<file path="src/rtl/core/imu_ss_pkg.sv">
// imu_ss_pkg: shared constants for the imu sample scheduler
`timescale 1ns / 1ps

package imu_ss_pkg;

   // tick counter value that schedules a magnetometer sample (the wrap to zero does too)
   localparam logic [7:0] MAG_TICK = 8'd128;

   // sensor source codes
   typedef enum logic {
      SRC_ACCEL = 1'b0,
      SRC_MAG   = 1'b1
   } sensor_src_type;

endpackage

</file>
<file path="src/rtl/core/imu_sample_scheduler_pingpong.sv">
// imu_sample_scheduler_pingpong: tick driven sensor scheduler with ping-pong buffers
`timescale 1ns / 1ps

//  channel   direction  ports                               handshake
//  req       in         req_now_time                        req_valid / req_stall
//  rsp       out        rsp_sensor_source .. rsp_ready_flags rsp_valid / rsp_stall
//
//  one tick word per cycle while req_stall is low: scheduling state and the result register load at the accepting edge
//  a sample result appears on rsp in the cycle after its tick word is accepted
//  idle ticks (even counts other than 0 and 128) advance the counter and give no word
//  reset (synchronous, active high) clears counter, buffer state, ready flags and rsp_valid
//  req_stall is raised only while a held result is stalled by the sink

module imu_sample_scheduler_pingpong #(
   parameter int BUFFER_DEPTH = 32
) (
   input  logic        clock,
   input  logic        reset,
   // tick words
   input  logic        req_valid,
   output logic        req_stall,
   input  logic [15:0] req_now_time,
   // sample schedule words
   output logic        rsp_valid,
   input  logic        rsp_stall,
   output logic        rsp_sensor_source,
   output logic        rsp_target_buffer,
   output logic [7:0]  rsp_target_slot,
   output logic [15:0] rsp_sample_number,
   output logic [15:0] rsp_sample_time,
   output logic        rsp_handoff,
   output logic        rsp_handed_buffer,
   output logic [15:0] rsp_handed_first_mark,
   output logic [1:0]  rsp_ready_flags
);

   // buffer is full once the fill offset reaches this value
   localparam logic [7:0] DEPTH_LIMIT = 8'(BUFFER_DEPTH);

   // scheduling state: the shared tick counter and one entry per source
   logic [7:0]  tick_ff, tick_in;
   logic        active_ff [2];
   logic [7:0]  fill_ff   [2];
   logic [15:0] count_ff  [2];
   logic [1:0]  ready_ff  [2];

   // result register
   logic        rsp_valid_ff, rsp_valid_in;
   logic        source_ff, buffer_ff, handoff_ff, handed_ff;
   logic [7:0]  slot_ff;
   logic [15:0] number_ff, time_ff, mark_ff;
   logic [1:0]  flags_ff;

   logic        req_take;
   logic        do_sample;
   logic        src;
   logic        act;
   logic        swap;
   logic        new_act;
   logic [7:0]  slot;
   logic [15:0] cnt_next;
   logic [1:0]  ready_new;

   assign req_stall = rsp_valid_ff & rsp_stall;
   assign req_take  = req_valid & ~req_stall;

   always_comb begin
      tick_in   = tick_ff + 8'd1;
      // magnetometer on 0 and 128, accelerometer on any other odd count
      src       = (tick_in == imu_ss_pkg::MAG_TICK) || (tick_in == 8'd0);
      do_sample = src | tick_in[0];
      act       = active_ff[src];
      swap      = fill_ff[src] >= DEPTH_LIMIT;
      new_act   = swap ? ~act : act;
      slot      = swap ? 8'd0 : fill_ff[src];
      cnt_next  = count_ff[src] + 16'd1;
      ready_new = ready_ff[src];
      if (swap) begin
         // hand off the full buffer, invalidate the one we now fill
         ready_new[act]  = 1'b1;
         ready_new[~act] = 1'b0;
      end
   end

   // result valid: load on a sampling tick, drop once the sink takes the word
   always_comb begin
      rsp_valid_in = rsp_valid_ff & rsp_stall;
      if (req_take && do_sample) begin
         rsp_valid_in = 1'b1;
      end
   end

   always_ff @(posedge clock) begin
      if (reset) begin
         tick_ff      <= '0;
         rsp_valid_ff <= 1'b0;
         for (int s = 0; s < 2; s++) begin
            active_ff[s] <= 1'b0;
            fill_ff[s]   <= '0;
            count_ff[s]  <= '0;
            ready_ff[s]  <= '0;
         end
      end else begin
         rsp_valid_ff <= rsp_valid_in;
         if (req_take) begin
            tick_ff <= tick_in;
            if (do_sample) begin
               active_ff[src] <= new_act;
               fill_ff[src]   <= slot + 8'd1;
               count_ff[src]  <= cnt_next;
               ready_ff[src]  <= ready_new;
            end
         end
      end
   end

   // result payload, no reset needed
   always_ff @(posedge clock) begin
      if (req_take && do_sample) begin
         source_ff  <= src;
         buffer_ff  <= new_act;
         slot_ff    <= slot;
         number_ff  <= cnt_next;
         time_ff    <= req_now_time;
         handoff_ff <= swap;
         handed_ff  <= swap ? act : 1'b0;
         mark_ff    <= swap ? count_ff[src] : 16'd0;
         flags_ff   <= ready_new;
      end
   end

   assign rsp_valid             = rsp_valid_ff;
   assign rsp_sensor_source     = source_ff;
   assign rsp_target_buffer     = buffer_ff;
   assign rsp_target_slot       = slot_ff;
   assign rsp_sample_number     = number_ff;
   assign rsp_sample_time       = time_ff;
   assign rsp_handoff           = handoff_ff;
   assign rsp_handed_buffer     = handed_ff;
   assign rsp_handed_first_mark = mark_ff;
   assign rsp_ready_flags       = flags_ff;

   // a source never has both buffers marked ready
   a_ready_exclusive: assert property (@(posedge clock) disable iff (reset)
      (ready_ff[0] != 2'b11) && (ready_ff[1] != 2'b11))
      else $error("both buffers of one source marked ready");

   // fill offsets never run past the buffer depth
   a_fill_bound: assert property (@(posedge clock) disable iff (reset)
      (fill_ff[0] <= DEPTH_LIMIT) && (fill_ff[1] <= DEPTH_LIMIT))
      else $error("fill offset beyond buffer depth");

   // a handoff always restarts the new buffer at slot zero in the other buffer
   a_handoff_slot: assert property (@(posedge clock) disable iff (reset)
      (rsp_valid_ff && handoff_ff) |-> (slot_ff == 8'd0) && (buffer_ff != handed_ff))
      else $error("handoff word with bad slot or buffer");

   // an idle tick produces no new word
   a_idle_tick: assert property (@(posedge clock) disable iff (reset)
      (req_take && !do_sample && !rsp_valid_ff) |=> !rsp_valid_ff)
      else $error("word produced on idle tick");

   // the handed buffer is flagged ready in the word that reports it
   a_handoff_flag: assert property (@(posedge clock) disable iff (reset)
      (rsp_valid_ff && handoff_ff) |-> flags_ff[handed_ff])
      else $error("handed buffer not flagged ready");

endmodule

</file>
<file path="config.mk">
export PLATFORM = sky130hd
export DESIGN_NAME = imu_sample_scheduler_pingpong
export DESIGN_NICKNAME = d
export VERILOG_FILES = /design/src/rtl/core/imu_ss_pkg.sv /design/src/rtl/core/imu_sample_scheduler_pingpong.sv
export SDC_FILE = /design/constraint.sdc
export NUM_CORES = 1
export LEC_CHECK = 0
export ABC_AREA = 1
export BUFFER_PORTS_ARGS = -buffer_cell sky130_fd_sc_hd__buf_2
export CAP_MARGIN = 25
export CORE_ASPECT_RATIO = 1.2
export CORE_MARGIN = 1
export CORE_UTILIZATION = 40
export DETAILED_ROUTE_END_ITERATION = 6
export PLACE_DENSITY_LB_ADDON = 0.08
export SYNTH_ARGS = -nofsm -noshare
export SYNTH_HDL_FRONTEND = slang
export SYNTH_SLANG_ARGS = --single-unit
</file>
<file path="constraint.sdc">
create_clock -name clock -period 5.5 [get_ports clock]
set_input_delay 0.55 -clock clock [delete_from_list [all_inputs] [get_ports clock]]
set_output_delay 0.55 -clock clock [all_outputs]
set_load 0.05 [all_outputs]
</file>
==> key figures <==
Global route
  – GR Util met3: 0.0395
  – Gr ovfl total: 0
  – Met2 Use GR: 0.299
  – First-pass GRT wire length: approximately 18000 microns
  – Initial antenna violation count: 0
  – Vias in the first global route: 3642
  – GRT Total Usage: 0.168
  – Met1 usage: 0.193
  – Top Usage Layer GRT: met2
  – Largest net degree at the start of global routing: 63

Worst setup path
  – CP Data Required Time: 5.65 ns
  – Delay-heaviest family, CP: simple AND/OR/NAND/NOR gates
  – Crit-path max FO: 24
  – Register-to-Register Path Depth: 15
  – Setup CP Type: reg -> reg
  – R2r endpoint: fill_ff[1][4]
  – CP peak stage delay: 0.49 ns
  – Reg2reg start: tick_ff[0]
  – CP Buf/Inv Count: 2
  – R2R Setup Slk: 1.99 ns
  – CP Capture Type: flip-flop
  – Crit-path cells: ha_1 -> nand3_1 -> o21bai_1 -> nand2_1 -> nor2_4 -> nand2_2 -> inv_2 -> nand2_1 -> nand2_2 -> inv_2 -> nor2_2 -> ha_1 -> nand3_1 -> xor2_1 -> nor2_1
  – Slowest cell on crit path: nor2_4
  – Worst endpoint data arrival time: 3.66 ns
  – Worst setup SP type: flip-flop

Routing
  – Vias per inst: 4.76
  – Final ANT Viol Nets: 0
  – Drt first-iter violations: 200
  – Post-Route WL: 11200 microns
  – Residual DRC count: 0
  – Via count: 3750
  – Iteration count of the initial detailed-routing pass: 4
  – Wire per inst: 14.2 microns

Die
  – Site row count: 46
  – Starting Density: 0.412
  – Core region area: 0.0132 sq mm
  – Die Y: 130 microns
  – DIE AREA: between 0.01 and 0.015 sq mm
  – I/O pin cnt: 84
  – Die width: 109 microns

Synth
  – Yosys warning count: 0
  – Synth Flop Type: edfxtp_1
  – Post-synth EDFFs: 116
  – Synth async-reset ratio: 0
  – Mean area per synthesized cell: 10.8 sq um
  – Seq/Total Area, Yosys: 0.668
  – Number of distinct library cells after synthesis: 33
  – Cell Area, Synth: 0.00546 sq mm
  – Post-Syn Instances: 507
  – Register bit total from synthesis: 124

CTS
  – Worst-Skew Late Latency: 0.42 ns
  – Clk buf depth: 2
  – CTS tree: yes
  – Num CTS Buffers: 17
  – Clock sinks: 124
  – Hold buffers post-CTS: 0
  – H-tree depth: 4
  – Post-CTS setup buffer count: 0
  – Root Driver: clkbuf_16
  – Clk pin slew, worst setup/hold paths: 0.06 ns
  – Post_cts resized: 0

Min path
  – HP Class: in -> reg
  – Hold_sp: req_now_time[3]
  – Depth of the worst hold-timing path: 1
  – Worst Hold End: rsp_sample_time[3]

Power
  – Leak: 0.00288 uW
  – Maximum vdd drop: about 0.16 mV
  – Power per cell area: 378 mW/mm^2

Timing
  – Hold_ws: 0.313 ns
  – FMAX: 0.285 GHz
  – Setup TNS: 0 ns
  – RSZ-0062 raised after global routing: false
  – Period utilisation layout: 0.638
  – Worst Tran Pin Value: 0.839 ns
  – Max-Slew Margin vs Limit: 0.440
  – Slew Viols, Final: 0
  – Fin. Hold Viols: 0
  – Period minus WS final: 3.51 ns
  – Final setup viols: 0
  – Fin Clk Skew: around 0.009 ns

Place
  – HPWL Detailed: 7350 microns
  – Placer Congestion: 0.801
  – # port buffers: 83

Final layout
  – Post-layout nets: 630
  – Area occupied by multi-input gates: approximately 0.0015 sq mm
  – Ant. Diodes: 0
  – Synth-to-layout area growth: 21.7%
  – Register area: 0.00364 sq mm
  – Share of layout cells above drive strength 1: 0.248
  – Fill cell total of the finished layout: 1248

Flow run
  – Max-Cap Viols: 0

Run status
  – Status: finished, final reports clean
==> final cells by class <==
class                      instances  area share
clock buffer                      17      0.0641
clock inverter                    15      0.0224
inverter                          61      0.0345
multi-input combinational        314       0.229
sequential                       124       0.549
tap                              168      0.0317
timing repair buffer              89      0.0694
==> per-stage QoR <==
step,total power (uW),worst slack (ns),std cells,util,instance area [sq um]
floorplan,1380,1.01,513,-,5480
global placement,1450,2.07,756,0.458,6060
detailed placement,1450,1.99,756,0.458,6060
CTS,2540,1.98,788,0.501,6640
global route,2600,1.71,788,0.501,6640
finish,2510,1.99,788,0.501,6640
==> flip-flops by register name (all words and copies together), names as in the netlist, 2 cells and up <==
| register | cells |
|---|---|
| rsp_target_slot | 8 |
| ready_ff | 4 |
| rsp_sample_number | 16 |
| tick_ff | 7 |
| active_ff | 2 |
| rsp_ready_flags | 2 |
| fill_ff | 16 |
| rsp_sample_time | 16 |
| count_ff | 32 |
| rsp_handed_first_mark | 16 |
==> per-layer routing <==
layer  vias to the layer above  part of all wire
met1                      1772              0.43
met5                         -                 0
li1                       1874                 -
met4                         0             0.018
met3                        19             0.040
met2                        85              0.51
==> cell families after synthesis <==
| group | after synthesis | share of synthesized area |
|---|---|---|
| DFF | 124 | 0.668 |
| muxes | 1 | 0.00183 |
| xor gates and xnor gates | 9 | 0.0172 |
| buffers and inverters | 75 | 0.0583 |
| AOI/OAI and AO/OA | 30 | 0.0294 |
| and+or+nand+nor | 264 | 0.218 |
| adders and majority gates | 3 | 0.00688 |
| other | 1 | 0.000687 |
==> how the worst max path moves through the flow <==
stage,start,end,depth (start not counted)
6_report,tick_ff[0],fill_ff[1][4],15
2_1_floorplan,tick_ff[0],active_ff[0],12
5_1_grt,tick_ff[0],fill_ff[1][4],15
4_1_cts,tick_ff[0],fill_ff[1][4],15
3_5_place_dp,tick_ff[0],fill_ff[1][4],15
3_3_place_gp,tick_ff[0],fill_ff[1][4],15
==> synth_stat cells, drive strengths merged, types with 2 or more instances <==
master / n / area share
nand2: 123 / 0.088
edfxtp: 116 / 0.64
nor2: 88 / 0.071
inv: 61 / 0.042
nand3: 36 / 0.037
a21oi: 14 / 0.013
o21ai: 13 / 0.013
buf: 12 / 0.015
nand3b: 9 / 0.012
xor2: 9 / 0.017
dfxtp: 8 / 0.029
ha: 3 / 0.0069
nand4: 3 / 0.0034
or2: 3 / 0.0034
clkbuf: 2 / 0.0014
nor3: 2 / 0.0018
==> placed cells by master (no fill, tap or decap), types with 2 or more instances in the layout <==
| cell type | instances |
|---|---|
| nor2_1 | 78 |
| nand2_2 | 9 |
| inv_2 | 6 |
| edfxtp_1 | 116 |
| clkinvlp_4 | 4 |
| nand3b_1 | 9 |
| dfxtp_1 | 8 |
| a21oi_1 | 14 |
| clkinv_2 | 4 |
| nor2_4 | 4 |
| nor2_2 | 5 |
| nand3_1 | 33 |
| clkbuf_16 | 17 |
| o21ai_1 | 4 |
| ha_1 | 3 |
| inv_6 | 2 |
| clkinv_4 | 2 |
| nand2_1 | 114 |
| or2_2 | 3 |
| nor3_1 | 2 |
| nand3_2 | 2 |
| conb_1 | 7 |
| buf_4 | 6 |
| o21ai_0 | 8 |
| inv_1 | 55 |
| nand4_1 | 3 |
| xor2_2 | 2 |
| buf_2 | 83 |
| xor2_1 | 7 |
| bufinv_16 | 2 |
==> where the power goes <==
group | switching, uW | internal [uW] | total, uW | leakage [uW]
sequential | 17.8 | 1110 | 1130 | 0.00123
combinational | 245 | 61.6 | 306 | 0.00138
clock | 411 | 664 | 1080 | 0.000273
total | 674 | 1830 | 2510 | 0.00288
Power figures use the tool's default switching activity.
